[config.mk]
export PLATFORM = sky130hd
export DESIGN_NAME = radio_channel_setup_sequencer_core
export DESIGN_NICKNAME = d
export VERILOG_FILES = /design/src/rtl/rcss_pkg.sv /design/src/rtl/rcss_front.sv /design/src/rtl/rcss_cmdq.sv /design/src/rtl/rcss_back.sv /design/src/rtl/radio_channel_setup_sequencer_core.sv
export SDC_FILE = /design/constraint.sdc
export NUM_CORES = 1
export LEC_CHECK = 0
export ABC_AREA = 1
export BUFFER_PORTS_ARGS = -buffer_cell sky130_fd_sc_hd__buf_4
export CAP_MARGIN = 10
export CORE_MARGIN = 5
export CORE_UTILIZATION = 45
export DETAILED_ROUTE_END_ITERATION = 12
export PLACE_DENSITY = 0.61
export SLEW_MARGIN = 30
export SYNTH_ARGS = -nofsm -noshare
export SYNTH_HDL_FRONTEND = slang
export SYNTH_SLANG_ARGS = --single-unit
export TNS_END_PERCENT = 50
[constraint.sdc]
create_clock -name clock -period 9 [get_ports clock]
set_clock_uncertainty 0.15 [all_clocks]
set_input_delay 2.25 -clock clock [delete_from_list [all_inputs] [get_ports clock]]
set_output_delay 2.25 -clock clock [all_outputs]
set_load 0.02 [all_outputs]
[src/rtl/rcss_pkg.sv]
// rcss_pkg: shared types, codes and constants of the radio channel setup sequencer
// used by rcss_front, rcss_cmdq, rcss_back, the top level and the checker
package rcss_pkg;

   // defaults of the top level parameters
   localparam int ACK_QUEUE_LIMIT_DEF      = 4;
   localparam int SEARCH_TIMEOUT_VALUE_DEF = 10;

   // decoded request queue between front and back
   localparam int CMDQ_DEPTH = 2;
   localparam int CMDQ_AW    = $clog2(CMDQ_DEPTH);
   localparam int CMDQ_CW    = $clog2(CMDQ_DEPTH + 1);

   // field widths
   localparam int KIND_W    = 3;
   localparam int EVENT_W   = 4;
   localparam int RID_W     = 3;
   localparam int DEVICE_W  = 16;
   localparam int PAYLOAD_W = 64;
   localparam int CMD_W     = 4;
   localparam int CHAN_W    = 3;
   localparam int CTYPE_W   = 8;
   localparam int STATE_W   = 4;
   localparam int NOTICE_W  = 2;
   localparam int PERIOD_W  = 16;
   localparam int TICKS_W   = 16;
   localparam int CSR_IDX_W = 3;
   localparam int CSR_DAT_W = 16;
   localparam int OP_W      = 4;

   // register reset values
   localparam logic [PERIOD_W-1:0]  PERIOD_RESET      = 16'd8192;
   localparam logic [TICKS_W-1:0]   ACK_TIMEOUT_RESET = 16'd1000;
   localparam logic [PAYLOAD_W-1:0] MASTER_CHAN_TYPE  = 64'h10;

   // register indexes
   localparam logic [CSR_IDX_W-1:0] REG_CHANNEL_NUMBER    = 3'd0;
   localparam logic [CSR_IDX_W-1:0] REG_PRESET_DEVICE     = 3'd1;
   localparam logic [CSR_IDX_W-1:0] REG_SENSOR_TYPE       = 3'd2;
   localparam logic [CSR_IDX_W-1:0] REG_CHANNEL_PERIOD    = 3'd3;
   localparam logic [CSR_IDX_W-1:0] REG_MASTER_MODE       = 3'd4;
   localparam logic [CSR_IDX_W-1:0] REG_ACK_TIMEOUT_TICKS = 3'd5;

   // request kinds
   localparam logic [KIND_W-1:0] KIND_START     = 3'd0;
   localparam logic [KIND_W-1:0] KIND_CLOSE     = 3'd1;
   localparam logic [KIND_W-1:0] KIND_EVENT     = 3'd2;
   localparam logic [KIND_W-1:0] KIND_BROADCAST = 3'd3;
   localparam logic [KIND_W-1:0] KIND_ID_FOUND  = 3'd4;
   localparam logic [KIND_W-1:0] KIND_QUEUE_ACK = 3'd5;
   localparam logic [KIND_W-1:0] KIND_TICK      = 3'd6;

   // channel event codes
   localparam logic [EVENT_W-1:0] EV_OK             = 4'd0;
   localparam logic [EVENT_W-1:0] EV_SEARCH_TIMEOUT = 4'd1;
   localparam logic [EVENT_W-1:0] EV_GO_SEARCH      = 4'd3;
   localparam logic [EVENT_W-1:0] EV_CLOSED         = 4'd4;
   localparam logic [EVENT_W-1:0] EV_ACK_DONE       = 4'd6;
   localparam logic [EVENT_W-1:0] EV_ACK_FAIL       = 4'd7;

   // response ids
   localparam logic [RID_W-1:0] RID_ASSIGN   = 3'd0;
   localparam logic [RID_W-1:0] RID_ID       = 3'd1;
   localparam logic [RID_W-1:0] RID_FREQ     = 3'd2;
   localparam logic [RID_W-1:0] RID_PERIOD   = 3'd3;
   localparam logic [RID_W-1:0] RID_TIMEOUT  = 3'd4;
   localparam logic [RID_W-1:0] RID_OPEN     = 3'd5;
   localparam logic [RID_W-1:0] RID_CLOSE    = 3'd6;
   localparam logic [RID_W-1:0] RID_UNASSIGN = 3'd7;

   // commands
   localparam logic [CMD_W-1:0] CMD_NONE         = 4'd0;
   localparam logic [CMD_W-1:0] CMD_ASSIGN       = 4'd1;
   localparam logic [CMD_W-1:0] CMD_SET_ID       = 4'd2;
   localparam logic [CMD_W-1:0] CMD_FREQ         = 4'd3;
   localparam logic [CMD_W-1:0] CMD_PERIOD       = 4'd4;
   localparam logic [CMD_W-1:0] CMD_SEARCH_TO    = 4'd5;
   localparam logic [CMD_W-1:0] CMD_OPEN         = 4'd6;
   localparam logic [CMD_W-1:0] CMD_CLOSE        = 4'd7;
   localparam logic [CMD_W-1:0] CMD_UNASSIGN     = 4'd8;
   localparam logic [CMD_W-1:0] CMD_REQUEST_ID   = 4'd9;
   localparam logic [CMD_W-1:0] CMD_INFINITE_TO  = 4'd10;
   localparam logic [CMD_W-1:0] CMD_SEND_ACK     = 4'd11;

   // channel states
   localparam logic [STATE_W-1:0] ST_CLOSED      = 4'd0;
   localparam logic [STATE_W-1:0] ST_ASSIGNED    = 4'd1;
   localparam logic [STATE_W-1:0] ST_ID_SET      = 4'd2;
   localparam logic [STATE_W-1:0] ST_FREQ_SET    = 4'd3;
   localparam logic [STATE_W-1:0] ST_PERIOD_SET  = 4'd4;
   localparam logic [STATE_W-1:0] ST_TIMEOUT_SET = 4'd5;
   localparam logic [STATE_W-1:0] ST_OPENED      = 4'd6;
   localparam logic [STATE_W-1:0] ST_SEARCHING   = 4'd7;
   localparam logic [STATE_W-1:0] ST_TRACKING    = 4'd8;
   localparam logic [STATE_W-1:0] ST_SEARCH_TO   = 4'd9;
   localparam logic [STATE_W-1:0] ST_UNASSIGNED  = 4'd10;

   // notices
   localparam logic [NOTICE_W-1:0] NOTE_NONE       = 2'd0;
   localparam logic [NOTICE_W-1:0] NOTE_SEARCH_TO  = 2'd1;
   localparam logic [NOTICE_W-1:0] NOTE_FOUND      = 2'd2;
   localparam logic [NOTICE_W-1:0] NOTE_UNASSIGNED = 2'd3;

   // decoded operations
   localparam logic [OP_W-1:0] OP_NONE      = 4'd0;
   localparam logic [OP_W-1:0] OP_START     = 4'd1;
   localparam logic [OP_W-1:0] OP_CLOSE     = 4'd2;
   localparam logic [OP_W-1:0] OP_OK        = 4'd3;
   localparam logic [OP_W-1:0] OP_SEARCH_TO = 4'd4;
   localparam logic [OP_W-1:0] OP_GO_SEARCH = 4'd5;
   localparam logic [OP_W-1:0] OP_CLOSED    = 4'd6;
   localparam logic [OP_W-1:0] OP_ACK_DONE  = 4'd7;
   localparam logic [OP_W-1:0] OP_ACK_FAIL  = 4'd8;
   localparam logic [OP_W-1:0] OP_BROADCAST = 4'd9;
   localparam logic [OP_W-1:0] OP_ID_FOUND  = 4'd10;
   localparam logic [OP_W-1:0] OP_QUEUE_ACK = 4'd11;
   localparam logic [OP_W-1:0] OP_TICK      = 4'd12;

   typedef struct packed {
      logic [OP_W-1:0]      op;
      logic [RID_W-1:0]     rid;
      logic [PAYLOAD_W-1:0] arg;
   } entry_type;

   typedef struct packed {
      logic [CMD_W-1:0]     command;
      logic [CHAN_W-1:0]    channel;
      logic [PAYLOAD_W-1:0] arg;
      logic [CTYPE_W-1:0]   ctype;
      logic [STATE_W-1:0]   state;
      logic [NOTICE_W-1:0]  notice;
      logic                 mismatch;
      logic                 last;
   } res_type;

endpackage

[src/rtl/rcss_front.sv]
// rcss_front: request intake, decodes kind and event code into one operation
// depends on rcss_pkg; feeds rcss_cmdq
module rcss_front
   import rcss_pkg::*;
(
   input  logic                 req_valid,
   output logic                 req_stall,
   input  logic [KIND_W-1:0]    req_kind,
   input  logic [EVENT_W-1:0]   req_event_code,
   input  logic [RID_W-1:0]     req_response_id,
   input  logic [DEVICE_W-1:0]  req_found_device,
   input  logic [PAYLOAD_W-1:0] req_ack_payload,
   input  logic                 push_ready,
   output logic                 push_valid,
   output entry_type            push_ent
);

   logic [OP_W-1:0] op;

   always_comb begin
      op = OP_NONE;
      unique case (req_kind)
         KIND_START:     op = OP_START;
         KIND_CLOSE:     op = OP_CLOSE;
         KIND_EVENT: begin
            unique case (req_event_code)
               EV_OK:             op = OP_OK;
               EV_SEARCH_TIMEOUT: op = OP_SEARCH_TO;
               EV_GO_SEARCH:      op = OP_GO_SEARCH;
               EV_CLOSED:         op = OP_CLOSED;
               EV_ACK_DONE:       op = OP_ACK_DONE;
               EV_ACK_FAIL:       op = OP_ACK_FAIL;
               default:           op = OP_NONE;
            endcase
         end
         KIND_BROADCAST: op = OP_BROADCAST;
         KIND_ID_FOUND:  op = OP_ID_FOUND;
         KIND_QUEUE_ACK: op = OP_QUEUE_ACK;
         KIND_TICK:      op = OP_TICK;
         default:        op = OP_NONE;
      endcase
   end

   // found device and payload never travel together, so one arg field serves both
   assign push_ent.op  = op;
   assign push_ent.rid = req_response_id;
   assign push_ent.arg = (req_kind == KIND_ID_FOUND) ? PAYLOAD_W'(req_found_device)
                                                     : req_ack_payload;

   assign push_valid = req_valid;
   assign req_stall  = !push_ready;

endmodule

[src/rtl/rcss_cmdq.sv]
// rcss_cmdq: short queue of decoded requests between front and back
// depends on rcss_pkg
module rcss_cmdq
   import rcss_pkg::*;
(
   input  logic      clock,
   input  logic      reset,
   input  logic      push_valid,
   output logic      push_ready,
   input  entry_type push_ent,
   output logic      pop_valid,
   input  logic      pop_ready,
   output entry_type pop_ent
);

   entry_type            ent_ff [CMDQ_DEPTH];
   logic [CMDQ_AW-1:0]   wr_ptr_ff, wr_ptr_in;
   logic [CMDQ_AW-1:0]   rd_ptr_ff, rd_ptr_in;
   logic [CMDQ_CW-1:0]   cnt_ff, cnt_in;
   logic                 push, pop;

   assign push_ready = (cnt_ff != CMDQ_CW'(CMDQ_DEPTH));
   assign pop_valid  = (cnt_ff != '0);
   assign pop_ent    = ent_ff[rd_ptr_ff];
   assign push       = push_valid && push_ready;
   assign pop        = pop_valid && pop_ready;

   always_comb begin
      wr_ptr_in = wr_ptr_ff;
      rd_ptr_in = rd_ptr_ff;
      cnt_in    = cnt_ff;
      if (push) begin
         wr_ptr_in = (wr_ptr_ff == CMDQ_AW'(CMDQ_DEPTH - 1)) ? '0 : wr_ptr_ff + 1'b1;
      end
      if (pop) begin
         rd_ptr_in = (rd_ptr_ff == CMDQ_AW'(CMDQ_DEPTH - 1)) ? '0 : rd_ptr_ff + 1'b1;
      end
      if (push && !pop) begin
         cnt_in = cnt_ff + 1'b1;
      end else if (pop && !push) begin
         cnt_in = cnt_ff - 1'b1;
      end
   end

   always_ff @(posedge clock) begin
      if (reset) begin
         wr_ptr_ff <= '0;
         rd_ptr_ff <= '0;
         cnt_ff    <= '0;
      end else begin
         wr_ptr_ff <= wr_ptr_in;
         rd_ptr_ff <= rd_ptr_in;
         cnt_ff    <= cnt_in;
      end
   end

   always_ff @(posedge clock) begin
      if (push) begin
         ent_ff[wr_ptr_ff] <= push_ent;
      end
   end

endmodule

[src/rtl/rcss_back.sv]
// rcss_back: executes decoded requests, holds channel state, config registers,
// the ack payload store with its timer, and the two-slot response buffer; uses rcss_pkg
module rcss_back
   import rcss_pkg::*;
#(
   parameter int ACK_QUEUE_LIMIT      = ACK_QUEUE_LIMIT_DEF,
   parameter int SEARCH_TIMEOUT_VALUE = SEARCH_TIMEOUT_VALUE_DEF
) (
   input  logic                 clock,
   input  logic                 reset,
   input  logic                 csr_valid,
   input  logic [CSR_IDX_W-1:0] csr_index,
   input  logic [CSR_DAT_W-1:0] csr_data,
   input  logic                 q_valid,
   output logic                 q_ready,
   input  entry_type            q_ent,
   output logic                 rsp_valid,
   input  logic                 rsp_stall,
   output res_type              rsp
);

   localparam int STORE_DEPTH = ACK_QUEUE_LIMIT + 1;
   localparam int AW          = (STORE_DEPTH > 1) ? $clog2(STORE_DEPTH) : 1;
   localparam int CW          = $clog2(STORE_DEPTH + 1);

   // configuration
   logic [CHAN_W-1:0]    chan_ff;
   logic [DEVICE_W-1:0]  preset_ff;
   logic [CTYPE_W-1:0]   stype_ff;
   logic [PERIOD_W-1:0]  period_ff;
   logic                 master_ff;
   logic [TICKS_W-1:0]   ticks_ff;

   // channel and ack queue state
   logic [STATE_W-1:0]   state_ff, state_in;
   logic [DEVICE_W-1:0]  dev_ff, dev_in;
   logic [PAYLOAD_W-1:0] store_ff [STORE_DEPTH];
   logic [AW-1:0]        head_ff, head_in;
   logic [CW-1:0]        count_ff, count_in;
   logic                 inflight_ff, inflight_in;
   logic                 running_ff, running_in;
   logic [TICKS_W-1:0]   timer_ff, timer_in;

   // response buffer
   res_type              slot0_ff, slot0_in;
   res_type              slot1_ff, slot1_in;
   logic [1:0]           ocnt_ff, ocnt_in;

   res_type              res0, res1;
   logic                 two_res;
   logic [NOTICE_W-1:0]  notice;
   logic                 mis;
   logic                 wr_en;
   logic [AW-1:0]        wr_idx;
   logic [CW:0]          tail_sum;
   logic [AW-1:0]        head_next;
   logic                 have_ack;
   logic                 send_ok;
   logic [PAYLOAD_W-1:0] head_payload;
   logic                 take, free, pop;

   function automatic res_type mk_cmd(input logic [CMD_W-1:0]     cmd,
                                      input logic [PAYLOAD_W-1:0] arg,
                                      input logic [CTYPE_W-1:0]   ctype,
                                      input logic [CHAN_W-1:0]    chan);
      res_type r;
      r          = '0;
      r.command  = cmd;
      r.channel  = (cmd != CMD_NONE) ? chan : '0;
      r.arg      = arg;
      r.ctype    = ctype;
      return r;
   endfunction

   always_ff @(posedge clock) begin
      if (reset) begin
         chan_ff   <= '0;
         preset_ff <= '0;
         stype_ff  <= '0;
         period_ff <= PERIOD_RESET;
         master_ff <= 1'b0;
         ticks_ff  <= ACK_TIMEOUT_RESET;
      end else if (csr_valid) begin
         unique case (csr_index)
            REG_CHANNEL_NUMBER:    chan_ff   <= csr_data[CHAN_W-1:0];
            REG_PRESET_DEVICE:     preset_ff <= csr_data[DEVICE_W-1:0];
            REG_SENSOR_TYPE:       stype_ff  <= csr_data[CTYPE_W-1:0];
            REG_CHANNEL_PERIOD:    period_ff <= csr_data[PERIOD_W-1:0];
            REG_MASTER_MODE:       master_ff <= csr_data[0];
            REG_ACK_TIMEOUT_TICKS: ticks_ff  <= csr_data[TICKS_W-1:0];
            default: ;
         endcase
      end
   end

   assign have_ack     = (count_ff != '0);
   assign send_ok      = !inflight_ff && have_ack;
   assign head_payload = store_ff[head_ff];
   assign head_next    = (head_ff == AW'(STORE_DEPTH - 1)) ? '0 : head_ff + 1'b1;
   assign tail_sum     = (CW + 1)'(head_ff) + (CW + 1)'(count_ff);
   assign wr_idx       = (tail_sum >= (CW + 1)'(STORE_DEPTH))
                         ? AW'(tail_sum - (CW + 1)'(STORE_DEPTH)) : AW'(tail_sum);

   always_comb begin
      state_in    = state_ff;
      dev_in      = dev_ff;
      head_in     = head_ff;
      count_in    = count_ff;
      inflight_in = inflight_ff;
      running_in  = running_ff;
      timer_in    = timer_ff;
      res0        = mk_cmd(CMD_NONE, '0, '0, chan_ff);
      res1        = mk_cmd(CMD_NONE, '0, '0, chan_ff);
      two_res     = 1'b0;
      notice      = NOTE_NONE;
      mis         = 1'b0;
      wr_en       = 1'b0;

      unique case (q_ent.op)
         OP_START: begin
            res0     = mk_cmd(CMD_ASSIGN, master_ff ? MASTER_CHAN_TYPE : '0, '0, chan_ff);
            dev_in   = preset_ff;
            state_in = ST_ASSIGNED;
         end
         OP_CLOSE: begin
            state_in = ST_CLOSED;
            count_in = '0;
            head_in  = '0;
            res0     = mk_cmd(CMD_CLOSE, '0, '0, chan_ff);
         end
         OP_OK: begin
            // a wrong response id is flagged, the setup still moves on
            unique case (state_ff)
               ST_ASSIGNED: begin
                  mis      = (q_ent.rid != RID_ASSIGN);
                  res0     = mk_cmd(CMD_SET_ID, PAYLOAD_W'(dev_ff), stype_ff, chan_ff);
                  state_in = ST_ID_SET;
               end
               ST_ID_SET: begin
                  mis      = (q_ent.rid != RID_ID);
                  res0     = mk_cmd(CMD_FREQ, '0, '0, chan_ff);
                  state_in = ST_FREQ_SET;
               end
               ST_FREQ_SET: begin
                  mis      = (q_ent.rid != RID_FREQ);
                  res0     = mk_cmd(CMD_PERIOD, PAYLOAD_W'(period_ff), '0, chan_ff);
                  state_in = ST_PERIOD_SET;
               end
               ST_PERIOD_SET: begin
                  mis = (q_ent.rid != RID_PERIOD);
                  if (master_ff) begin
                     res0     = mk_cmd(CMD_OPEN, '0, '0, chan_ff);
                     state_in = ST_OPENED;
                  end else begin
                     res0     = mk_cmd(CMD_SEARCH_TO, PAYLOAD_W'(SEARCH_TIMEOUT_VALUE),
                                       '0, chan_ff);
                     state_in = ST_TIMEOUT_SET;
                  end
               end
               ST_TIMEOUT_SET: begin
                  mis      = (q_ent.rid != RID_TIMEOUT);
                  res0     = mk_cmd(CMD_OPEN, '0, '0, chan_ff);
                  state_in = ST_OPENED;
               end
               ST_OPENED: begin
                  mis      = (q_ent.rid != RID_OPEN);
                  state_in = ST_SEARCHING;
               end
               ST_CLOSED:   mis = (q_ent.rid != RID_CLOSE);
               ST_TRACKING: mis = (q_ent.rid != RID_TIMEOUT);
               ST_UNASSIGNED: begin
                  mis    = (q_ent.rid != RID_UNASSIGN);
                  notice = NOTE_UNASSIGNED;
               end
               default: ;
            endcase
         end
         OP_SEARCH_TO: begin
            notice   = NOTE_SEARCH_TO;
            res0     = mk_cmd(CMD_UNASSIGN, '0, '0, chan_ff);
            state_in = ST_UNASSIGNED;
         end
         OP_GO_SEARCH: state_in = ST_SEARCHING;
         OP_CLOSED: begin
            if (state_ff != ST_UNASSIGNED) begin
               res0     = mk_cmd(CMD_UNASSIGN, '0, '0, chan_ff);
               state_in = ST_UNASSIGNED;
            end
         end
         OP_ACK_DONE: begin
            running_in  = 1'b0;
            inflight_in = 1'b0;
            if (have_ack) begin
               head_in  = head_next;
               count_in = count_ff - 1'b1;
            end
         end
         OP_ACK_FAIL: begin
            running_in  = 1'b0;
            inflight_in = 1'b0;
            if (have_ack) begin
               inflight_in = 1'b1;
               running_in  = 1'b1;
               timer_in    = ticks_ff;
               res0        = mk_cmd(CMD_SEND_ACK, head_payload, '0, chan_ff);
            end
         end
         OP_BROADCAST: begin
            if (send_ok) begin
               inflight_in = 1'b1;
               running_in  = 1'b1;
               timer_in    = ticks_ff;
               res0        = mk_cmd(CMD_SEND_ACK, head_payload, '0, chan_ff);
            end
            if (state_ff == ST_SEARCHING) begin
               if (send_ok) begin
                  res1    = mk_cmd(CMD_REQUEST_ID, '0, '0, chan_ff);
                  two_res = 1'b1;
               end else begin
                  res0 = mk_cmd(CMD_REQUEST_ID, '0, '0, chan_ff);
               end
               state_in = ST_TRACKING;
            end
         end
         OP_ID_FOUND: begin
            dev_in   = q_ent.arg[DEVICE_W-1:0];
            state_in = ST_TRACKING;
            notice   = NOTE_FOUND;
            res0     = mk_cmd(CMD_INFINITE_TO, '0, '0, chan_ff);
         end
         OP_QUEUE_ACK: begin
            // full store: the new payload overwrites the oldest entry
            wr_en = 1'b1;
            if (count_ff == CW'(STORE_DEPTH)) begin
               head_in = head_next;
            end else begin
               count_in = count_ff + 1'b1;
            end
         end
         OP_TICK: begin
            if (running_ff) begin
               if (timer_ff <= TICKS_W'(1)) begin
                  timer_in    = '0;
                  running_in  = 1'b0;
                  inflight_in = 1'b0;
                  if (have_ack) begin
                     inflight_in = 1'b1;
                     running_in  = 1'b1;
                     timer_in    = ticks_ff;
                     res0        = mk_cmd(CMD_SEND_ACK, head_payload, '0, chan_ff);
                  end
               end else begin
                  timer_in = timer_ff - 1'b1;
               end
            end
         end
         default: ;
      endcase

      res0.state    = state_in;
      res0.notice   = two_res ? NOTE_NONE : notice;
      res0.mismatch = two_res ? 1'b0 : mis;
      res0.last     = !two_res;
      res1.state    = state_in;
      res1.last     = 1'b1;
   end

   // response buffer: a new request is taken once the buffer drains this cycle
   assign rsp_valid = (ocnt_ff != 2'd0);
   assign rsp       = slot0_ff;
   assign take      = rsp_valid && !rsp_stall;
   assign free      = (ocnt_ff == 2'd0) || ((ocnt_ff == 2'd1) && take);
   assign q_ready   = free;
   assign pop       = q_valid && free;

   always_comb begin
      slot0_in = slot0_ff;
      slot1_in = slot1_ff;
      ocnt_in  = ocnt_ff;
      if (pop) begin
         slot0_in = res0;
         slot1_in = res1;
         ocnt_in  = two_res ? 2'd2 : 2'd1;
      end else if (take) begin
         slot0_in = slot1_ff;
         ocnt_in  = ocnt_ff - 2'd1;
      end
   end

   always_ff @(posedge clock) begin
      if (reset) begin
         state_ff    <= ST_CLOSED;
         dev_ff      <= '0;
         head_ff     <= '0;
         count_ff    <= '0;
         inflight_ff <= 1'b0;
         running_ff  <= 1'b0;
         timer_ff    <= '0;
         ocnt_ff     <= 2'd0;
      end else begin
         if (pop) begin
            state_ff    <= state_in;
            dev_ff      <= dev_in;
            head_ff     <= head_in;
            count_ff    <= count_in;
            inflight_ff <= inflight_in;
            running_ff  <= running_in;
            timer_ff    <= timer_in;
         end
         ocnt_ff <= ocnt_in;
      end
   end

   always_ff @(posedge clock) begin
      slot0_ff <= slot0_in;
      slot1_ff <= slot1_in;
      if (pop && wr_en) begin
         store_ff[wr_idx] <= q_ent.arg;
      end
   end

endmodule

[src/rtl/radio_channel_setup_sequencer_core.sv]
// radio_channel_setup_sequencer_core: top level of the channel setup sequencer
// depends on rcss_pkg, rcss_front, rcss_cmdq and rcss_back
//
// Usage:
//   req_*  request channel (valid/stall): one event per request, kind selects
//          start, close, channel event, broadcast, id found, queue ack or tick.
//   rsp_*  response channel (valid/stall): one or two responses per request,
//          rsp_last marks the final one. A broadcast that both sends a queued
//          ack and requests the sensor id gives two (send ack first).
//   csr_*  register writes (valid/ready), csr_ready is always high; write only
//          while no request is outstanding.
// Path: the first response of a request passes the front queue entry, then the
//   response register; it waits in the queue while the response buffer is busy.
// Throughput: one request per cycle for single-response requests while rsp_stall
//   is low; a double response holds the next request until the two-slot buffer drains.
// Reset: synchronous; channel closed, device and ack queue empty, timer
//   stopped, registers at their defaults. No clearing pass is needed.
// A stalled response holds its payload; up to two decoded requests wait in
//   the front queue before req_stall rises.
module radio_channel_setup_sequencer_core
   import rcss_pkg::*;
#(
   parameter int ACK_QUEUE_LIMIT      = ACK_QUEUE_LIMIT_DEF,
   parameter int SEARCH_TIMEOUT_VALUE = SEARCH_TIMEOUT_VALUE_DEF
) (
   input  logic                 clock,
   input  logic                 reset,
   input  logic                 req_valid,
   output logic                 req_stall,
   input  logic [KIND_W-1:0]    req_kind,
   input  logic [EVENT_W-1:0]   req_event_code,
   input  logic [RID_W-1:0]     req_response_id,
   input  logic [DEVICE_W-1:0]  req_found_device,
   input  logic [PAYLOAD_W-1:0] req_ack_payload,
   output logic                 rsp_valid,
   input  logic                 rsp_stall,
   output logic [CMD_W-1:0]     rsp_command,
   output logic [CHAN_W-1:0]    rsp_command_channel,
   output logic [PAYLOAD_W-1:0] rsp_command_arg,
   output logic [CTYPE_W-1:0]   rsp_command_type,
   output logic [STATE_W-1:0]   rsp_channel_state,
   output logic [NOTICE_W-1:0]  rsp_notice,
   output logic                 rsp_id_mismatch,
   output logic                 rsp_last,
   input  logic                 csr_valid,
   output logic                 csr_ready,
   input  logic [CSR_IDX_W-1:0] csr_index,
   input  logic [CSR_DAT_W-1:0] csr_data
);

   entry_type push_ent, pop_ent;
   logic      push_valid, push_ready;
   logic      pop_valid, pop_ready;
   res_type   rsp;

   assign csr_ready = 1'b1;

   rcss_front u_front (
      .req_valid        (req_valid),
      .req_stall        (req_stall),
      .req_kind         (req_kind),
      .req_event_code   (req_event_code),
      .req_response_id  (req_response_id),
      .req_found_device (req_found_device),
      .req_ack_payload  (req_ack_payload),
      .push_ready       (push_ready),
      .push_valid       (push_valid),
      .push_ent         (push_ent)
   );

   rcss_cmdq u_cmdq (
      .clock      (clock),
      .reset      (reset),
      .push_valid (push_valid),
      .push_ready (push_ready),
      .push_ent   (push_ent),
      .pop_valid  (pop_valid),
      .pop_ready  (pop_ready),
      .pop_ent    (pop_ent)
   );

   rcss_back #(
      .ACK_QUEUE_LIMIT      (ACK_QUEUE_LIMIT),
      .SEARCH_TIMEOUT_VALUE (SEARCH_TIMEOUT_VALUE)
   ) u_back (
      .clock     (clock),
      .reset     (reset),
      .csr_valid (csr_valid),
      .csr_index (csr_index),
      .csr_data  (csr_data),
      .q_valid   (pop_valid),
      .q_ready   (pop_ready),
      .q_ent     (pop_ent),
      .rsp_valid (rsp_valid),
      .rsp_stall (rsp_stall),
      .rsp       (rsp)
   );

   assign rsp_command         = rsp.command;
   assign rsp_command_channel = rsp.channel;
   assign rsp_command_arg     = rsp.arg;
   assign rsp_command_type    = rsp.ctype;
   assign rsp_channel_state   = rsp.state;
   assign rsp_notice          = rsp.notice;
   assign rsp_id_mismatch     = rsp.mismatch;
   assign rsp_last            = rsp.last;

endmodule

==> summary.txt, run 1 <==
Clocking
  • Post-CTS Setup Bufs: 0
  • Num CTS Buffers: 69
  • Worst-case clock buffer depth: 3
  • Cts hold-fix bufs: 0
  • Clk_lat worst skew: 0.61 ns
  • Clock sink count: 671
  • Htree depth: 3
  • TritonCTS clock tree: built
  • Post-cts sizing count: 0
  • Clock transition at path regs: 0.06 ns
  • Root Buffer: clkbuf_16

Layout
  • Storage element area: 0.0190 mm^2
  • Multi-input logic area: 0.00743 mm^2
  • Share of cells above drive strength 1: 15.5%
  • Final #Nets: 2829
  • P&R area growth vs syn: 16.5%
  • Fill cells: 5190
  • Diodes inserted: 0

Detailed routing
  • DR iter-0 viols: 1710
  • Final WL: 68.6 mm
  • DR DRC count: 0
  • Drt via density: 5.33
  • Routed via count: 18900
  • Pre-antenna DRT Iters: 5
  • Post-route ant nets: 0
  • WL/cell: 19.4 um

Global route
  • Number of global-route vias before repair: 18600
  • Initial antenna violation count: 1
  • Tot GR Track Use: 20.2%
  • First-pass GRT wire length: 106 mm
  • Pin count of the biggest net entering global routing: 101
  • Total congestion overflow: 0

Floorplan
  • Die Ht: 257 um
  • Die width: 257 um
  • Placeable Area: 0.0605 mm^2
  • Rows: 90
  • Initial core utilization: 45.5%
  • I/O pins: 204
  • Die area: 0.0662 mm^2

Place
  • Final HPWL DP: 42.5 mm
  • Port Buf Inserts: 202
  • RD Place Congestion: 0.891

Yosys
  • Seq/Total Area, Yosys: 69.1%
  • Mapped Nets: 2654
  • Synth Register Bits: 671
  • Synth top area cells: edfxtp_1 61%, dfxtp_1 8.3%, nand2_1 8.0%, o21ai_0 5.3%, nor2_1 4.9%
  • Most used flip-flop cell after synthesis: edfxtp_1
  • Post-synth EDFFs: 557
  • Syn avg cell area: 10.9 um^2
  • Synth warn: 0
  • Post-synth top cells: 585 x nand2_1, 557 x edfxtp_1, 359 x nor2_1, 289 x o21ai_0, 156 x inv_1
  • Async SR Flop Fraction: 0%
  • Synth cell types: 46
  • Yosys top cell by area: edfxtp_1
  • Most common cell in the netlist: nand2_1
  • Synthesized area: 0.0275 mm^2
  • Synth Instances: 2526
  • Share of the synthesized area in the top cell type: 60.8%

Worst setup path
  • Critical path data arrival time: 4.44 ns
  • Crit. End Element: flop
  • Worst Path Max Fanout: 53
  • Startpoint types: input pin
  • Critical Path RT: 9.07 ns
  • Crit path kind: in2reg

Pwr
  • VDD IR max: 155 uV
  • Switching Power: 3.18 mW
  • PD cells: 299 mW/mm^2
  • Combinational share of power: 25.6%
  • Leak: 12.2 nW
  • Clock power frac: 30.0%
  • Switching share of total power: 33.2%
  • Sequential fraction of design power: 44.5%
  • Int Power: 6.40 mW
  • Total power: 9.57 mW

STA
  • Fmax achieved: 229 MHz
  • Hold Fails Final Rpt: 0
  • Final Critical Period: 4.37 ns
  • Worst-margin pin slew: 0.946 ns
  • RSZ-0062 raised after global routing: false
  • Final setup viols: 0
  • Final Max Tran Viols: 0
  • Slew margin rel.: 36.7%
  • Setup TNS: 0 ns
  • Crit share post-route: 48.5%

Hold path
  • Worst min-delay path category: reg2reg

Run status
  • Status: complete, no violations

Run
  • # Max-Cap Violations: 0
==> worst max-delay path, cell delays in order <==
cell and delay [ns]:
buf_4 0.11, inv_1 0.05, nand2_1 0.06, a22oi_2 0.12
buf_4 0.33, inv_2 0.25, nand2_4 0.46, buf_4 0.75
==> routing by layer <==
layer / GRT usage, % / vias to the layer above / share of wire (%) / wire length (um)
li1: - / 8995 / - / -
met1: 28.1 / 9193 / 44 / 30200
met2: 33.2 / 572 / 48 / 32700
met3: 3.22 / 108 / 6.0 / 4080
met4: 5.52 / 0 / 2.4 / 1620
met5: 0 / - / 0 / 0
==> layout make-up <==
class                   instances  area share (%)
flip-flops and latches        671            59.3
inverters                     169            2.00
clock buffers                  90            5.99
repair buffers                222            5.30
well taps                     782            3.05
clock inverters                36            1.15
multi-input cells            1568            23.2
==> flip-flops by register name (all words and copies together), names as in the netlist, named ones only <==
name	cells
u_back.store_ff	320
u_cmdq.ent_ff	142
u_back.rsp	87
u_back.dev_ff	16
u_back.period_ff	16
u_back.preset_ff	16
u_back.ticks_ff	16
u_back.timer_ff	16
u_back.slot1_ff	8
u_back.stype_ff	8
u_back.state_ff	4
u_back.chan_ff	3
u_back.count_ff	3
u_back.head_ff	3
u_back.ocnt_ff	2
u_cmdq.cnt_ff	2
u_back.inflight_ff	1
u_back.master_ff	1
u_back.running_ff	1
u_cmdq.rd_ptr_ff	1
u_cmdq.wr_ptr_ff	1
==> cell usage in the layout, fill, tap and decap left out, drive strengths merged <==
master    Yosys  routed
o311ai        1       1
mux2i        15      15
a22oi         2       2
o21ai       295     295
nor3         11      11
edfxtp      557     557
dfxtp       114     114
xor2         10      10
ha           12      12
fa            2       2
conb          1       1
a31oi        16      16
nor3b         8       8
nand3b        2       2
clkbuf       86      90
clkinv        2      27
nand3        45      45
o31ai         2       2
bufinv        0       5
nor2        369     369
o22ai        59      59
clkinvlp      0       2
xnor2         2       2
o21bai        1       1
nand2       598     598
buf          32     222
a21oi        97      97
a211oi        1       1
o211ai        6       6
o221ai        5       5
or2           4       4
a32o          1       1
nand4         3       3
inv         167     171
==> power groups by stage <==
stage / logic (mW) / registers, mW / clock network, mW
floorplan: 1.29 / 4.48 / 0
global route: 2.70 / 4.29 / 3.04
detailed placement: 2.45 / 4.32 / 0
finish: 2.45 / 4.26 / 2.87
CTS: 2.46 / 4.26 / 2.92
global placement: 2.41 / 4.32 / 0
==> cell families (layout without fill, tap and decap cells) <==
| logic type | after synthesis | in the layout | share of synthesized area (%) |
|---|---|---|---|
| other | 1 | 1 | 0.0136 |
| XOR/XNOR | 12 | 12 | 0.382 |
| AO/OA/AOI/OAI | 486 | 486 | 10.1 |
| flip-flops | 671 | 671 | 69.1 |
| multiplexers | 15 | 15 | 0.546 |
| buffers and inverters | 287 | 517 | 4.20 |
| adder cells (fa/ha/maj) | 14 | 14 | 0.691 |
| AND/OR/NAND/NOR | 1040 | 1040 | 15.0 |
==> path summary, 6_finish.rpt <==
| path | from | endpoint | slack, ns | cells past startpoint |
|---|---|---|---|---|
| worst max-delay path | rsp_stall | u_back.rsp[50] | 4.63 | 8 |
| worst min-delay path | u_back.ticks_ff[1] | u_back.ticks_ff[1] | 0.30 | 2 |
| worst max register to register | flop | u_back.rsp[24] | 5.00 | 11 |
| worst min register to register | u_back.ticks_ff[1] | u_back.ticks_ff[1] | 0.30 | 2 |
==> through the flow <==
| step | hold WS [ns] | utilization (%) | cells | setup slack (ns) | cell area [um^2] |
|---|---|---|---|---|---|
| 4_1_cts | 0.303 | 53.0 | 3538 | 4.65 | 32000 |
| 6_report | 0.303 | 53.0 | 3538 | 4.63 | 32100 |
| 3_3_place_gp | 0.287 | 49.1 | 3411 | 4.05 | 29700 |
| 2_1_floorplan | 0.275 | - | 2526 | 1.10 | 27500 |
| 3_5_place_dp | 0.294 | 49.2 | 3412 | 4.01 | 29800 |
| 5_1_grt | 0.320 | 53.0 | 3538 | 4.50 | 32100 |
No activity file was read; power rests on OpenSTA's default activity.
==> inputs of run 2 (changes only) <==
PLACE_DENSITY = 0.63   (was 0.61)
clock period = 3.8 ns   (was 9 ns; I/O delays follow)
==> run 2 against run 1 <==
Against the previous run:
- first-iteration DRC count is 21% lower
- highest routed layer unchanged
- non-clock buffer count is 19 higher
- die area stayed put
- largest power group unchanged
- critical path type is now reg2reg
==> summary.txt, run 2 (same netlist as run 1, synthesis figures left out) <==
Place
  • Final HPWL DP: 44.4 mm
  • Port Buf Inserts: 202
  • RD Place Congestion: 0.895

Floorplan
  • I/O pins: 204
  • Placeable Area: 0.0605 mm^2
  • Die area: 0.0662 mm^2
  • Initial core utilization: 45.5%
  • Die Ht: 257 um
  • Rows: 90
  • Die width: 257 um

Clocking
  • Clock transition at path regs: 0.06 ns
  • Post-CTS Setup Bufs: 0
  • Root Buffer: clkbuf_16
  • Worst-case clock buffer depth: 3
  • Htree depth: 3
  • Cts hold-fix bufs: 0
  • Post-cts sizing count: 0
  • TritonCTS clock tree: built
  • Num CTS Buffers: 71
  • Clock sink count: 671
  • Clk_lat worst skew: 0.61 ns

Layout
  • Fill cells: 5134
  • Share of cells above drive strength 1: 16.4%
  • Largest Register: u_back.store_ff
  • P&R area growth vs syn: 17.8%
  • Fin util: 53.6%
  • Largest register FFs: 320
  • Commonest cells after routing, fill and taps aside: 583 x nand2_1, 557 x edfxtp_1, 353 x nor2_1
  • Final #Nets: 2850
  • Diodes inserted: 0
  • Commonest non-fill, non-tap cell in the layout: nand2_1

Pwr
  • VDD IR max: 344 uV
  • Leak: 12.3 nW
  • PD cells: 708 mW/mm^2

Global route
  • Total congestion overflow: 0
  • Number of global-route vias before repair: 18300
  • Tot GR Track Use: 20.2%
  • First-pass GRT wire length: 106 mm
  • Pin count of the biggest net entering global routing: 92
  • Initial antenna violation count: 0

STA
  • Worst-margin pin slew: 0.902 ns
  • Hold Slack: 0.303 ns
  • Hold Fails Final Rpt: 0
  • Final setup viols: 0
  • Fmax achieved: 295 MHz
  • Final Critical Period: 3.39 ns
  • Crit share post-route: 89.3%
  • Slew margin rel.: 39.8%
  • Final Max Tran Viols: 0
  • RSZ-0062 raised after global routing: false

Worst setup path
  • Critical Path RT: 3.95 ns
  • Worst Path Max Fanout: 10
  • Critical path data arrival time: 3.55 ns
  • Startpoint types: flop
  • FF-to-FF setup slack: 0.41 ns
  • Crit. End Element: flop
  • Crit path kind: reg2reg

Detailed routing
  • Final WL: 68.9 mm
  • Met1 WL: 30.7 mm
  • Post-route ant nets: 0
  • DR WL met2: 33.3 mm
  • Pre-antenna DRT Iters: 5
  • Top layer reached by signal wires: met4
  • Drt via density: 5.27
  • Met3 WL post-DR: 3.83 mm
  • DR DRC count: 0
  • DR iter-0 viols: 1347
  • WL/cell: 19.4 um
  • Routed via count: 18800

Run
  • # Max-Cap Violations: 0

Run status
  • Status: complete, no violations

Hold path
  • Worst min-delay path category: reg2reg
-- run 2: changes by cell type in the layout (fill, tap and decap cells not counted), moves of 3 or more --
cell / delta
buf_4: +10
bufinv_16: +3
clkbuf_1: -4
buf_12: +14
clkinv_2: +6
buf_6: -5
inv_16: -3
-- run 2: cell type report --
class | instances | area, um^2 | share of cell area (%)
Clock inverter | 42 | 427 | 1.32
Multi-Input combinational cell | 1568 | 7440 | 23.0
Clock buffer | 85 | 1900 | 5.87
Tap cell | 782 | 978 | 3.02
Sequential cell | 671 | 19000 | 58.7
Timing Repair Buffer | 241 | 2000 | 6.16
Inverter | 169 | 638 | 1.97
-- run 2: metrics by stage --
stage | instances | TNS (ns) | area, um^2 | power [mW] | setup WS [ns]
detailed placement | 3431 | 0 | 30100 | 16.2 | 0.415
global placement | 3431 | 0 | 30100 | 16.1 | 0.432
global route | 3558 | 0 | 32400 | 24.0 | 0.183
floorplan | 2526 | -113.22 | 27600 | 13.7 | -0.927
finish | 3558 | 0 | 32400 | 22.9 | 0.406
CTS | 3558 | 0 | 32400 | 23.1 | 0.385
-- run 2: per-layer routing --
| layer | up-vias | global-route usage (%) |
|---|---|---|
| li1 | 9041 | - |
| met2 | 522 | 33.3 |
| met5 | - | 0 |
| met1 | 9121 | 28.5 |
| met3 | 74 | 3.00 |
| met4 | 0 | 5.11 |
-- run 2: final timing paths --
path,start,end,cells past startpoint
min,u_back.period_ff[10],u_back.period_ff[10],2
max,u_back.count_ff[0],u_back.store_ff[2][49],11
max reg2reg,u_back.count_ff[0],u_back.store_ff[2][49],11
min reg2reg,u_back.period_ff[10],u_back.period_ff[10],2
-- run 2: worst max-delay path, stage by stage, from the launching register on --
cell and delay (ns):
dfxtp_2 0.36, ha_4 0.17, fa_1 0.45, inv_2 0.09, ha_1 0.15, inv_1 0.05
o21ai_1 0.12, nand3_1 0.16, o21ai_0 0.45, nand2_1 0.24, nor2_4 0.42, buf_4 0.29
-- run 2: power by group --
group | total [mW] | leakage [nW] | switching, mW | internal [mW]
combinational | 5.92 | 5.10 | 4.16 | 1.77
clock | 6.93 | 1.14 | 2.81 | 4.12
sequential | 10.1 | 6.10 | 0.559 | 9.52
==> inputs of run 3 (changes only) <==
CORE_MARGIN = default   (was 5)
SYNTH_HIERARCHICAL = 1   (was default)
==> run 3 against run 2 <==
Against the previous run:
- via count decreased by 3.3%
- hold slack improved by 0.0014 ns
- core utilization decreased by 0.14 points
- final area increased by 0.30%
- global-route usage increased by 0.50 points
- non-clock buffer count decreased by 5
- critical path type unchanged
- largest power group unchanged
==> summary.txt, run 3 <==
Run status
  • Status: complete, no violations

Detailed routing
  • DR iter-0 viols: 1601
  • Post-route ant nets: 0
  • Drt via density: 5.32
  • DR DRC count: 0
  • WL/cell: 19.1 um
  • Pre-antenna DRT Iters: 5
  • Final WL: 65.3 mm
  • Routed via count: 18100

Clocking
  • Clk_lat worst skew: 0.60 ns
  • Post-cts sizing count: 0
  • Cts hold-fix bufs: 0
  • TritonCTS clock tree: built
  • Worst-case clock buffer depth: 3
  • Root Buffer: clkbuf_16
  • Clock transition at path regs: 0.06 ns
  • Clock sink count: 671
  • Htree depth: 3
  • Num CTS Buffers: 71
  • Post-CTS Setup Bufs: 0

Worst setup path
  • Worst path cell trace: ha_4 > fa_1 > inv_1 > ha_2 > inv_2 > o21ai_1 > nand2_1 > nand2_2 > xor2_4 > nand2_1 > nor2_4 > buf_12
  • CP max stage delay: 0.42 ns
  • Critical Path RT: 3.89 ns
  • Delay-heaviest family, CP: adder cells
  • Crit path kind: reg2reg
  • Startpoint types: flop
  • CP bufs+invs: 3
  • Critical path data arrival time: 3.28 ns
  • Crit. End Element: flop
  • Worst Path Max Fanout: 64
  • Slowest CP cell: dfxtp_1
  • Crit path top cell by count: nand2_1

Global route
  • Total congestion overflow: 0
  • First-pass GRT wire length: 101 mm
  • Tot GR Track Use: 20.7%
  • Pin count of the biggest net entering global routing: 97
  • Number of global-route vias before repair: 18000
  • Initial antenna violation count: 0

Pwr
  • PD cells: 692 mW/mm^2
  • Leak: 12.2 nW
  • Sequential fraction of design power: 44.4%
  • Switching Power: 6.99 mW
  • Combinational share of power: 25.4%
  • VDD IR max: 340 uV
  • Clock power frac: 30.2%
  • Switching share of total power: 31.1%
  • Int Power: 15.5 mW

Layout
  • Commonest non-fill, non-tap cell in the layout: edfxtp_1
  • Largest Register: u_back/store_ff
  • Commonest cells after routing, fill and taps aside: 557 x edfxtp_1, 416 x nand2_1, 332 x nor2_1
  • Largest register FFs: 320
  • Diodes inserted: 0
  • Share of cells above drive strength 1: 19.3%
  • Final #Nets: 2704
  • P&R area growth vs syn: 16.3%
  • Post-Layout Inst Area: 0.0325 mm^2
  • Fin util: 53.5%

Place
  • Place WS: 0.639 ns
  • Port Buf Inserts: 202
  • Final HPWL DP: 41.5 mm
  • RD Place Congestion: 0.882
  • Dpl cell area: 0.0302 mm^2

Floorplan
  • Rows: 90
  • Initial core utilization: 46.0%
  • Placeable Area: 0.0608 mm^2
  • Die width: 251 um
  • Die Ht: 251 um
  • I/O pins: 204
  • Die area: 0.0631 mm^2

Yosys
  • Synthesized area: 0.0279 mm^2
  • Most common cell in the netlist: edfxtp_1
  • Yosys top cell by area: edfxtp_1
  • Mapped Nets: 2513
  • Syn avg cell area: 11.7 um^2
  • Synth cell types: 52
  • Synth Instances: 2385
  • Async SR Flop Fraction: 0%
  • Most used flip-flop cell after synthesis: edfxtp_1
  • Synth top area cells: edfxtp_1 60%, dfxtp_1 8.2%, nand2_1 5.6%, o21ai_0 4.6%, nor2_1 4.5%
  • Synth Register Bits: 671
  • Share of the synthesized area in the top cell type: 59.9%
  • Post-synth top cells: 557 x edfxtp_1, 418 x nand2_1, 337 x nor2_1, 256 x o21ai_0, 164 x inv_1
  • Seq/Total Area, Yosys: 68.0%
  • Post-synth EDFFs: 557
  • Synth warn: 6

STA
  • Final Max Tran Viols: 0
  • Fmax achieved: 313 MHz
  • Final setup viols: 0
  • Hold Fails Final Rpt: 0
  • Final Critical Period: 3.19 ns
  • Slew margin rel.: 38.2%
  • Crit share post-route: 84.0%
  • Worst-margin pin slew: 0.926 ns
  • Final setup margin: 0.607 ns
  • RSZ-0062 raised after global routing: false
  • Setup TNS: 0 ns

Run
  • # Max-Cap Violations: 0

Hold path
  • Worst min-delay path category: reg2reg
## run 3: cell count changes after synthesis, moves of 8 or more
cell / previous run / this run
clkbuf_1: 85 / 71
nand2_1: 585 / 418
nor2_1: 359 / 337
mux2_4: 0 / 70
buf_1: 14 / 5
o21ai_0: 289 / 256
inv_1: 156 / 164
a21oi_1: 52 / 64
## run 3: cell type report
type                    count  area, um^2
inverters                 176         671
multi-input cells        1420        7670
well taps                 782         978
flip-flops and latches    671       19000
repair buffers            236        1880
clock buffers              96        2010
fillers                  5152       28300
clock inverters            29         270
## run 3: path summary, 6_finish.rpt
kind	slack, ns	to	cells past startpoint	startpoint
setup reg to reg	0.61	u_back/store_ff[3][60]	12	u_back/head_ff[0]
hold reg to reg	0.30	u_back/period_ff[0]	2	u_back/period_ff[0]
setup / recovery	0.61	u_back/store_ff[3][60]	12	u_back/head_ff[0]
hold / removal	0.30	u_back/period_ff[0]	2	u_back/period_ff[0]
## run 3: metrics by stage
step | power (mW) | hold WS [ns] | std cells
3_5_place_dp | 15.9 | 0.298 | 3285
3_3_place_gp | 15.7 | 0.284 | 3284
2_1_floorplan | 13.7 | 0.275 | 2385
5_1_grt | 23.5 | 0.327 | 3410
4_1_cts | 22.7 | 0.306 | 3410
6_report | 22.5 | 0.305 | 3410
## run 3: routing by layer
metal	GRT usage, %	routed length, um	vias up
li1	-	-	8640
met1	29.3	29900	8873
met2	33.2	30500	570
met3	3.41	3880	65
met4	5.35	953	0
met5	0	0	-
## run 3: worst reg2reg max path, delay by kind of cell, from the launching register on
kind                     cells  cell delay [ns]
buffers and inverters        3             0.52
AND/OR/NAND/NOR              4             0.61
AO/OA/AOI/OAI                1             0.11
flip-flops                   1             0.42
XOR/XNOR                     1             0.22
adder cells (fa/ha/maj)      3             0.76
## run 3: power groups by stage
stage	Combinational, mW	Sequential (mW)	Clock [mW]
2_1_floorplan	3.21	10.5	0
3_3_place_gp	5.55	10.1	0
3_5_place_dp	5.73	10.1	0
4_1_cts	5.75	10.0	6.92
5_1_grt	6.20	10.1	7.21
6_report	5.72	9.99	6.79
## run 3: cells by family (layout without fill, tap and decap cells)
kind of cell	after synthesis	after routing	synth area share, %
flip-flops	671	671	68.0
adder cells (fa/ha/maj)	14	14	0.681
AND/OR/NAND/NOR	828	828	11.8
AO/OA/AOI/OAI	476	476	9.72
XOR/XNOR	15	15	0.470
other	1	1	0.0134
buffers and inverters	294	537	4.96
multiplexers	86	86	4.34
